`src/design/b64d_pkg.sv`:
```
`timescale 1ns / 1ps
`default_nettype none

package b64d_pkg;

    // result queue geometry
    localparam int QDEPTH = 4;
    localparam int QAW    = $clog2(QDEPTH);
    localparam int MAXRES = 3;

    localparam logic [7:0] CH_PAD = 8'h3D;

    typedef struct packed {
        logic [7:0] in_char;
        logic       end_marker;
    } t_in;

    typedef struct packed {
        logic [7:0] out_byte;
        logic       is_status;
        logic       doc_error;
        logic       run_last;
    } t_out;

    typedef enum logic [2:0] {
        PH_LEAD  = 3'd0,
        PH_DATA  = 3'd1,
        PH_PAD2  = 3'd2,
        PH_TRAIL = 3'd3,
        PH_ERR   = 3'd4
    } t_phase;

    // next state and results of one character
    typedef struct packed {
        logic [1:0]              n;
        t_out [MAXRES-1:0]       res;
        t_phase                  phase;
        logic [1:0]              cnt;
        logic [17:0]             acc;
    } t_dec;

    // bit 6: is a symbol, bits 5:0: its value
    function automatic logic [6:0] sym_value(input logic [7:0] c);
        logic [6:0] r;
        r = '0;
        if (c >= 8'h41 && c <= 8'h5A) begin
            r = {1'b1, 6'(c - 8'h41)};
        end else if (c >= 8'h61 && c <= 8'h7A) begin
            r = {1'b1, 6'(c - 8'h61 + 8'd26)};
        end else if (c >= 8'h30 && c <= 8'h39) begin
            r = {1'b1, 6'(c - 8'h30 + 8'd52)};
        end else if (c == 8'h2B) begin
            r = {1'b1, 6'd62};
        end else if (c == 8'h2F) begin
            r = {1'b1, 6'd63};
        end
        return r;
    endfunction

    function automatic logic is_space(input logic [7:0] c);
        return (c == 8'h20) || (c == 8'h09) || (c == 8'h0A) || (c == 8'h0D) ||
               (c == 8'h0C) || (c == 8'h0B);
    endfunction

endpackage

`default_nettype wire

```
`src/design/b64d_decode.sv`:
```
`timescale 1ns / 1ps
`default_nettype none

module b64d_decode
    import b64d_pkg::*;
(
    input  t_in         i_item,
    input  t_phase      i_phase,
    input  logic [1:0]  i_cnt,
    input  logic [17:0] i_acc,
    output t_dec        o_dec
);

    logic [6:0]  sv;
    logic        sym_ok;
    logic [5:0]  v;
    logic        sp;
    logic        is_pad;
    logic        doc_ok;
    logic [23:0] w;

    assign sv     = sym_value(i_item.in_char);
    assign sym_ok = sv[6];
    assign v      = sv[5:0];
    assign sp     = is_space(i_item.in_char);
    assign is_pad = (i_item.in_char == CH_PAD);
    assign doc_ok = (i_phase == PH_LEAD) || (i_phase == PH_TRAIL) ||
                    ((i_phase == PH_DATA) && (i_cnt == 2'd0));
    assign w      = {i_acc, v};

    always_comb begin
        o_dec       = '0;
        o_dec.phase = i_phase;
        o_dec.cnt   = i_cnt;
        o_dec.acc   = i_acc;
        if (i_item.end_marker) begin
            o_dec.n      = 2'd1;
            o_dec.res[0] = '{out_byte: 8'h00, is_status: 1'b1,
                             doc_error: !doc_ok, run_last: 1'b1};
            o_dec.phase  = PH_LEAD;
            o_dec.cnt    = 2'd0;
            o_dec.acc    = '0;
        end else begin
            unique case (i_phase)
                PH_LEAD: begin
                    if (!sp) begin
                        if (sym_ok) begin
                            o_dec.acc   = {12'd0, v};
                            o_dec.cnt   = 2'd1;
                            o_dec.phase = PH_DATA;
                        end else begin
                            o_dec.phase = PH_ERR;
                        end
                    end
                end
                PH_DATA: begin
                    if (sym_ok) begin
                        if (i_cnt == 2'd3) begin
                            // group complete: three bytes
                            o_dec.n      = 2'd3;
                            o_dec.res[0] = '{w[23:16], 1'b0, 1'b0, 1'b0};
                            o_dec.res[1] = '{w[15:8], 1'b0, 1'b0, 1'b0};
                            o_dec.res[2] = '{w[7:0], 1'b0, 1'b0, 1'b1};
                            o_dec.acc    = '0;
                            o_dec.cnt    = 2'd0;
                        end else begin
                            o_dec.acc = {i_acc[11:0], v};
                            o_dec.cnt = i_cnt + 2'd1;
                        end
                    end else if (sp) begin
                        o_dec.phase = (i_cnt == 2'd0) ? PH_TRAIL : PH_ERR;
                    end else if (is_pad && i_cnt == 2'd3 && i_acc[1:0] == 2'd0) begin
                        // single pad: two bytes
                        o_dec.n      = 2'd2;
                        o_dec.res[0] = '{i_acc[17:10], 1'b0, 1'b0, 1'b0};
                        o_dec.res[1] = '{i_acc[9:2], 1'b0, 1'b0, 1'b1};
                        o_dec.acc    = '0;
                        o_dec.cnt    = 2'd0;
                        o_dec.phase  = PH_TRAIL;
                    end else if (is_pad && i_cnt == 2'd2 && i_acc[3:0] == 4'd0) begin
                        o_dec.phase = PH_PAD2;
                    end else begin
                        o_dec.phase = PH_ERR;
                    end
                end
                PH_PAD2: begin
                    if (is_pad) begin
                        o_dec.n      = 2'd1;
                        o_dec.res[0] = '{i_acc[11:4], 1'b0, 1'b0, 1'b1};
                        o_dec.acc    = '0;
                        o_dec.cnt    = 2'd0;
                        o_dec.phase  = PH_TRAIL;
                    end else begin
                        o_dec.phase = PH_ERR;
                    end
                end
                PH_TRAIL: begin
                    if (!sp) begin
                        o_dec.phase = PH_ERR;
                    end
                end
                PH_ERR: begin
                    o_dec.phase = PH_ERR;
                end
                default: begin
                    o_dec.phase = PH_ERR;
                end
            endcase
        end
    end

endmodule

`default_nettype wire

```
`src/design/b64d_resq.sv`:
```
`timescale 1ns / 1ps
`default_nettype none

module b64d_resq
    import b64d_pkg::*;
(
    input  logic              i_clk,
    input  logic              i_rst_n,
    input  logic [1:0]        i_push_n,
    input  t_out [MAXRES-1:0] i_push_res,
    output logic [QAW:0]      o_cnt,
    output logic              o_valid,
    output t_out              o_head,
    input  logic              i_ready
);

    t_out           r_mem [QDEPTH];
    logic [QAW-1:0] r_wr;
    logic [QAW-1:0] r_rd;
    logic [QAW:0]   r_cnt;
    logic           pop;

    assign pop     = (r_cnt != '0) && i_ready;
    assign o_valid = (r_cnt != '0);
    assign o_head  = r_mem[r_rd];
    assign o_cnt   = r_cnt;

    always_ff @(posedge i_clk) begin
        if (!i_rst_n) begin
            r_wr  <= '0;
            r_rd  <= '0;
            r_cnt <= '0;
        end else begin
            r_wr  <= r_wr + QAW'(i_push_n);
            r_rd  <= r_rd + QAW'(pop);
            r_cnt <= r_cnt + (QAW+1)'(i_push_n) - (QAW+1)'(pop);
        end
    end

    always_ff @(posedge i_clk) begin
        for (int k = 0; k < MAXRES; k++) begin
            if (2'(k) < i_push_n) begin
                r_mem[r_wr + QAW'(k)] <= i_push_res[k];
            end
        end
    end

endmodule

`default_nettype wire

```
`src/design/base64_decoder_strict_top.sv`:
```
`timescale 1ns / 1ps
`default_nettype none

// Strict streaming Base64 decoder. One character word enters per cycle on the
// input channel while o_in_ready is high; the end_marker bit closes a
// document and returns one status word (is_status = 1, doc_error = 1 when
// the document was malformed), after which the decoder is back in its reset
// state for the next document. Data words carry one decoded byte each; a
// complete group of four symbols gives three bytes, a group closed by '='
// gives two and one closed by '==' gives one, and run_last marks the final
// word caused by each character. Bytes are streamed as they decode, so a
// consumer must drop everything of a document whose status reports an error.
// A character passes the input register, then the decode logic into a
// four-entry result queue. The input side takes one character per cycle
// while the queue has room for the words the held character produces; the
// queue drains one word per cycle while the output is taken, so a stream of
// well-formed groups (three bytes per four characters) runs at full rate
// when the output is taken every cycle.
module base64_decoder_strict_top
    import b64d_pkg::*;
(
    input  logic i_clk,
    input  logic i_rst_n,
    input  logic i_in_valid,
    output logic o_in_ready,
    input  t_in  i_in_data,
    output logic o_out_valid,
    input  logic i_out_ready,
    output t_out o_out_data
);

    // input register
    logic        r_in_vld;
    t_in         r_in;

    // decoder state
    t_phase      r_phase;
    logic [1:0]  r_cnt;
    logic [17:0] r_acc;

    t_dec        n_dec;
    logic [QAW:0]   q_cnt;
    logic [QAW+1:0] need;
    logic           proc;
    logic [1:0]     push_n;

    // next state and result words for the held character
    b64d_decode u_decode (
        .i_item  (r_in),
        .i_phase (r_phase),
        .i_cnt   (r_cnt),
        .i_acc   (r_acc),
        .o_dec   (n_dec)
    );

    // the held character retires only once all of its words fit in the queue
    assign need       = (QAW+2)'(q_cnt) + (QAW+2)'(n_dec.n);
    assign proc       = r_in_vld && (need <= (QAW+2)'(QDEPTH));
    assign push_n     = proc ? n_dec.n : 2'd0;
    // input register frees up in the same cycle its word retires
    assign o_in_ready = !r_in_vld || proc;

    always_ff @(posedge i_clk) begin
        if (!i_rst_n) begin
            r_in_vld <= 1'b0;
            r_phase  <= PH_LEAD;
            r_cnt    <= 2'd0;
            r_acc    <= '0;
        end else begin
            if (o_in_ready) begin
                r_in_vld <= i_in_valid;
            end
            // state advances only when the held character retires
            if (proc) begin
                r_phase <= n_dec.phase;
                r_cnt   <= n_dec.cnt;
                r_acc   <= n_dec.acc;
            end
        end
    end

    // payload capture, no reset needed
    always_ff @(posedge i_clk) begin
        if (o_in_ready && i_in_valid) begin
            r_in <= i_in_data;
        end
    end

    // result queue, also acts as the output register
    b64d_resq u_resq (
        .i_clk      (i_clk),
        .i_rst_n    (i_rst_n),
        .i_push_n   (push_n),
        .i_push_res (n_dec.res),
        .o_cnt      (q_cnt),
        .o_valid    (o_out_valid),
        .o_head     (o_out_data),
        .i_ready    (i_out_ready)
    );

endmodule

`default_nettype wire

```
`config.mk`:
```
export PLATFORM = sky130hd
export DESIGN_NAME = base64_decoder_strict_top
export DESIGN_NICKNAME = d
export VERILOG_FILES = /design/src/design/b64d_pkg.sv /design/src/design/b64d_decode.sv /design/src/design/b64d_resq.sv /design/src/design/base64_decoder_strict_top.sv
export SDC_FILE = /design/constraint.sdc
export NUM_CORES = 1
export LEC_CHECK = 0
export ABC_AREA = 1
export ABC_CLOCK_PERIOD_IN_PS = 6570
export BUFFER_PORTS_ARGS = -buffer_cell sky130_fd_sc_hd__buf_2
export CAP_MARGIN = 15
export CORE_MARGIN = 2
export CORE_UTILIZATION = 40
export CTS_BUF_LIST = sky130_fd_sc_hd__clkbuf_8
export DETAILED_ROUTE_END_ITERATION = 8
export GPL_TIMING_DRIVEN = 0
export MAX_ROUTING_LAYER = met4
export PLACE_DENSITY = 0.58
export SYNTH_ARGS = -nofsm -noshare
export SYNTH_HDL_FRONTEND = slang
export SYNTH_SLANG_ARGS = --single-unit
```
`constraint.sdc`:
```
create_clock -name i_clk -period 6.57 [get_ports i_clk]
set_input_delay 0.657 -clock i_clk [delete_from_list [all_inputs] [get_ports i_clk]]
set_output_delay 0.657 -clock i_clk [all_outputs]
set_load 0.1 [all_outputs]
```
# Word-level counts from Yosys, hierarchy flattened
# Memories as Yosys holds them, arrays and structs flattened. A register that Yosys moved wholly into a read port is not among the register bits.
# Index checks and enable logic that the tools add are counted.
# word_totals
out_inout_bits	13
mem_bits_rw	44
romBits	0
latchBits	0
n_memories	1
ff_bits	40
# mem_list
memory	words	width	read_ports	rd_ports_with_merged_regs	wr	line	text
u_resq.r_mem	4	11	1	1	3	b64d_resq.sv:17	t_out r_mem [QDEPTH];
# op_classes
n_div	0
n_shift	0
addsub	13
n_reduce_logical	29
muxes	46
n_bitwise	0
eq_ne	21
order_cmp	10
multipliers	0
# op_table
cell	count
20-bit 2-to-1 mux	6
22-bit 2-to-1 mux	5
20-bit case mux with 3 select lines	1
8-bit by 4-bit equality test with 1-bit output, second input constant	5
35-bit 2-to-1 mux	1
7-bit 2-to-1 mux	5
34-bit 2-to-1 mux	1
8-bit by 6-bit equality test with 1-bit output, second input constant	4
3-bit 2-to-1 mux	8
23-bit 2-to-1 mux	1
11-bit 2-to-1 mux	2
11-bit case mux with 2 select lines	1
8-bit by 7-bit greater-or-equal comparator with 1-bit output, second input constant	2
8-bit by 7-bit less-or-equal comparator with 1-bit output, second input constant	2
2-bit 2-to-1 mux	6
3-bit case mux with 4 select lines	1
6-bit subtractor, second input constant	2
1-bit logical AND	11
3-bit inequality test, second input constant	3
8-bit by 6-bit greater-or-equal comparator with 1-bit output, second input constant	1
8-bit by 6-bit less-or-equal comparator with 1-bit output, second input constant	1
1-bit logical OR	8
4-bit by 3-bit inequality test with 1-bit output, second input constant	2
1-bit 2-to-1 mux	7
other kinds (26)	33

# Logic depth before layout (Yosys ltp)
# logic_depth
depth_word	17
ltp_mapped	27
ltp_nobuf	27

# Hierarchy
# A second synthesis with hierarchy kept.
# unflattened
cells_unflattened	1137
area_unflattened_um2	7098.1
# modules_own_cells
mod	area_per_inst_um2	cells_per_inst	seq_area_each_um2	instances
b64d_resq	3135.5	429	1461.4	1
b64d_decode	2334.7	478	0.0	1
base64_decoder_strict_top	1627.8	230	750.7	1

# Worst setup path before layout
# Ideal clock, no wire load.
# synth_timing
path_kind	register -> register
from	register r_in[1] in the netlist's numbering
to	register u_resq.r_cnt[2], in the netlist u_resq.o_cnt[2]
arrival_time_ns	3.780
stages_incl_launch_ff	25
setup_slack_ns	2.662
setup_ns	0.128
required_time_ns	6.442
period_less_slack_ns	3.908
path_buffers	0
cell_sequence	edfxtp_1 -> clkinv_1 -> ha_1 -> inv_2 -> nand2_1 -> nand2_1 -> nor2_1 -> nor2_1 -> nand2_1 -> nand3_4 -> nand3_1 -> nand2_2 -> ha_1 -> inv_1 -> fa_1 -> nand2_1 -> a21oi_1 -> nand2_1 -> inv_2 -> nand2_4 -> ha_1 -> fa_1 -> xor2_1 -> inv_1 -> nor2_1
# synth_between
elab_chain_len	16
word_cells_on_any_way	42
classes_between	add/sub (3); order compare (7); eq/ne (9); mux (12); reduce/logical (11)
# synth_lines
element	line	text
from (decl)	base64_decoder_strict_top.sv:34	t_in r_in;
from (signal assigned)	base64_decoder_strict_top.sv:85	r_in <= i_in_data;
branches (longest 8 deep; another with 8-bit by 6-bit greater-or-equal comparator with 1-bit output)	--	
2-bit case mux with 2 select lines *	b64d_decode.sv:44	unique case (i_phase)
2-bit 2-to-1 mux *	b64d_decode.sv:36	if (i_item.end_marker) begin
3-bit by 2-bit adder with 4-bit output	base64_decoder_strict_top.sv:57	assign need = (QAW+2)'(q_cnt) + (QAW+2)'(n_dec.n);
4-bit by 3-bit less-or-equal comparator with 1-bit output	base64_decoder_strict_top.sv:58	assign proc = r_in_vld && (need <= (QAW+2)'(QDEPTH));
1-bit logical AND	base64_decoder_strict_top.sv:58	
2-bit 2-to-1 mux *	base64_decoder_strict_top.sv:59	assign push_n = proc ? n_dec.n : 2'd0;
3-bit by 2-bit adder with 3-bit output *	b64d_resq.sv:36	r_cnt <= r_cnt + (QAW+1)'(i_push_n) - (QAW+1)'(pop);
3-bit by 1-bit subtractor with 3-bit output *	b64d_resq.sv:36	
to (signal assigned)	b64d_resq.sv:36	
to (decl)	b64d_resq.sv:20	logic [QAW:0] r_cnt;
# Mark *: on every way between the ends.
# A chain may end at the register's enable or synchronous reset.

==> results.sh <==
export IMPL_period_share_pct=70.7
export IMPL_finalClockSkew_ns=0.0154
export IMPL_cts_max_level=3
export IMPL_ant_nets=0
export IMPL_drc=0
export IMPL_critPathMostFrequentCell="nand2_1"
export IMPL_status="completed"
export IMPL_drive_above_1_share_pct=11.6
export IMPL_n_antenna_cell=0
export IMPL_wire_per_inst_um=15.4
export IMPL_grt_max_degree=14
export IMPL_routed_wl_um=15800
export IMPL_p_total_mw=1.72
export IMPL_powerDensity_nw_per_um2=277
export IMPL_drv_slew=0
export IMPL_synth_cell_types=39
export IMPL_syn_inst=808
export IMPL_port_buffer_count=24
export IMPL_clock_fmax_ghz=0.215
export IMPL_critPathMaxStageDelay_ns=0.48
export IMPL_grt_ovfl_total=0
export IMPL_stdcell_count=1027
export IMPL_dieArea_sq_um=15200
export IMPL_clock_sinks=84
export IMPL_core_rowCount=43
export IMPL_arrival_ns=4.65
export IMPL_hpwl_um=12600
export IMPL_final_min_clock_period_ns=4.64
export IMPL_via_per_inst=5.18
export IMPL_drt_initial_drc_count=473
export IMPL_cts_buffers=9
export IMPL_ios=26
export IMPL_synth_ff_type="edfxtp_1"
export IMPL_worst_pin_slew_ns=0.846
export IMPL_cts_resized=0
export IMPL_max_cap_viol_count=0
export IMPL_postCtsSetupBuffers=0
export IMPL_crit_type="flop to flop"
export IMPL_hold_buffers=0
export IMPL_postSynthAreaPerCell_sq_um=7.06
export IMPL_cts_root_buf="clkbuf_8"
export IMPL_fin_nets=877
export IMPL_clk_path_buf_depth=2
export IMPL_fin_setup_tns_ns=0
export IMPL_die_w_um=123
export IMPL_relSlewSlack_pct=43.6
export IMPL_worst_hold_slack_ns=0.449
export IMPL_ys_ff_latch=84
export IMPL_grt_pass1_vias=5075
export IMPL_async_flop_share_pct=0
export IMPL_cp_end_kind="flop"
export IMPL_grt_total_usage_pct=22.5
export IMPL_crit_fanout=10
export IMPL_syn_to_final_growth_pct=8.82
export IMPL_hold_viol_final=0
export IMPL_path_cells="clkinv_1, ha_1, inv_2, nand2_1, nand2_1, nor2_1, nor2_1, nand2_1, nand3_4, nand3_1, nand2_2, ha_1, inv_1, fa_1, nand2_1, a21oi_1, nand2_1, inv_2, nand2_4, nor2_1, buf_2, nor2_2, nand2_1"
export IMPL_finalSetupViolCount=0
export IMPL_clk_pin_slew_worst_paths_ns=0.09
export IMPL_irDropWorstVdd_mv=0.157
export IMPL_synth_nets=842
export IMPL_placed_cells=1012
export IMPL_leakagePower_nw=2.72
export IMPL_startpoint_type="flop"
export IMPL_grt_pass1_wl_um=25600
export IMPL_final_core_util_pct=44.7
export IMPL_slowest_stage="edfxtp_1"
export IMPL_ys_warn_count=0
export IMPL_start_util_pct=41.1
export IMPL_clock_latency_ns=0.37
export IMPL_routabilityCongestion=0.925
export IMPL_antenna_found_initial=0
export IMPL_required_ns=6.58
export IMPL_min_path_type="primary input to flop"
export IMPL_cts_tree="done"
export IMPL_firstDrtPassIters=6
export IMPL_syn_area_sq_um=5700
export IMPL_seq_area_frac_synth_pct=37.4
export IMPL_synth_edf_count=45
export IMPL_vias=5323
export IMPL_rsz0062_at_grt="no"
export IMPL_coreArea_sq_um=13900
export IMPL_die_y_um=123
-- registers in the layout (all words and copies together), names as in the netlist --
register      count
u_resq.r_mem     44
r_acc            18
r_in              9
r_phase           3
u_resq.o_cnt      3
r_cnt             2
u_resq.r_rd       2
u_resq.r_wr       2
r_in_vld          1
-- per-stage QoR --
stage / setup WS (ns) / instance area (sq um)
after global placement: 2.00 / 6050
final: 1.93 / 6210
after global routing: 1.51 / 6210
after CTS: 1.93 / 6210
after detailed placement: 1.96 / 6050
after floorplan: 2.66 / 5700
-- cells by family after synthesis --
logic type      synth area share [%]
buf+inv                         8.14
fa+ha+maj                       4.87
simple gates                    34.1
flops                           37.4
xor+xnor                        2.30
compound gates                  13.3
-- cell usage after synthesis, drive strengths merged (3+ instances only) --
master  number  area share [%]
a21oi       51             4.5
buf         14             1.7
clkbuf      16             1.1
clkinv       3            0.20
dfxtp       39              14
edfxtp      45              24
ha          19             4.2
inv         77             5.2
nand2      223              16
nand3       53             5.5
nor2       157              11
nor3         6            0.90
o211ai      18             2.4
o21ai       49             4.3
o22ai       11             1.2
xnor2        5            0.77
xor2        10             1.5
-- where the power goes --
part	switching, mW	internal, mW	total, mW
logic	0.575	0.160	0.735
clock network	0.192	0.132	0.324
registers	0.0523	0.606	0.658
-- worst max-delay path, delay by kind of cell (launching register included) --
family,cells,cell delay (ns)
flops,1,0.48
simple gates,14,1.71
buf+inv,5,0.89
compound gates,1,0.17
fa+ha+maj,3,1.04
-- area by class of cell --
cell class,instances,area [sq um]
buffer,30,159
timing repair buffer,24,120
sequential,84,2130
clock buffer,9,124
multi-input combinational,614,3110
inverter,80,305
tap,180,225
clock inverter,6,33.8
fill,1424,7670
-- path summary, 6_finish.rpt --
check                                   startpoint                 end  slack, ns  cells after the start
worst max-delay path                       r_in[1]  u_resq.r_mem[3][9]       1.93                     23
worst min-delay path                  i_in_data[8]             r_in[8]       0.45                      1
worst max register to register             r_in[1]  u_resq.r_mem[3][9]       1.93                     23
worst min register to register  u_resq.r_mem[1][1]  u_resq.r_mem[1][1]       0.49                      2
-- placed cells by master (no fill, tap or decap), types with 14 or more instances in the layout --
cell type    n
o211ai_1    18
o21ai_0     46
inv_1       63
inv_2       14
edfxtp_1    45
ha_1        19
clkbuf_1    16
a21oi_1     51
nand3_1     48
buf_2       31
nor2_1     144
dfxtp_1     39
nand2_1    211
-- layer usage --
| metal | track usage (%) | share of wire (%) | vias to the layer above |
|---|---|---|---|
| met1 | 26.5 | 43 | 2432 |
| met4 | 9.16 | 2.5 | 0 |
| met5 | - | 0 | - |
| met2 | 39.0 | 50 | 161 |
| met3 | 2.81 | 4.2 | 33 |
| li1 | - | - | 2697 |
(Power assumes the default switching activity.)
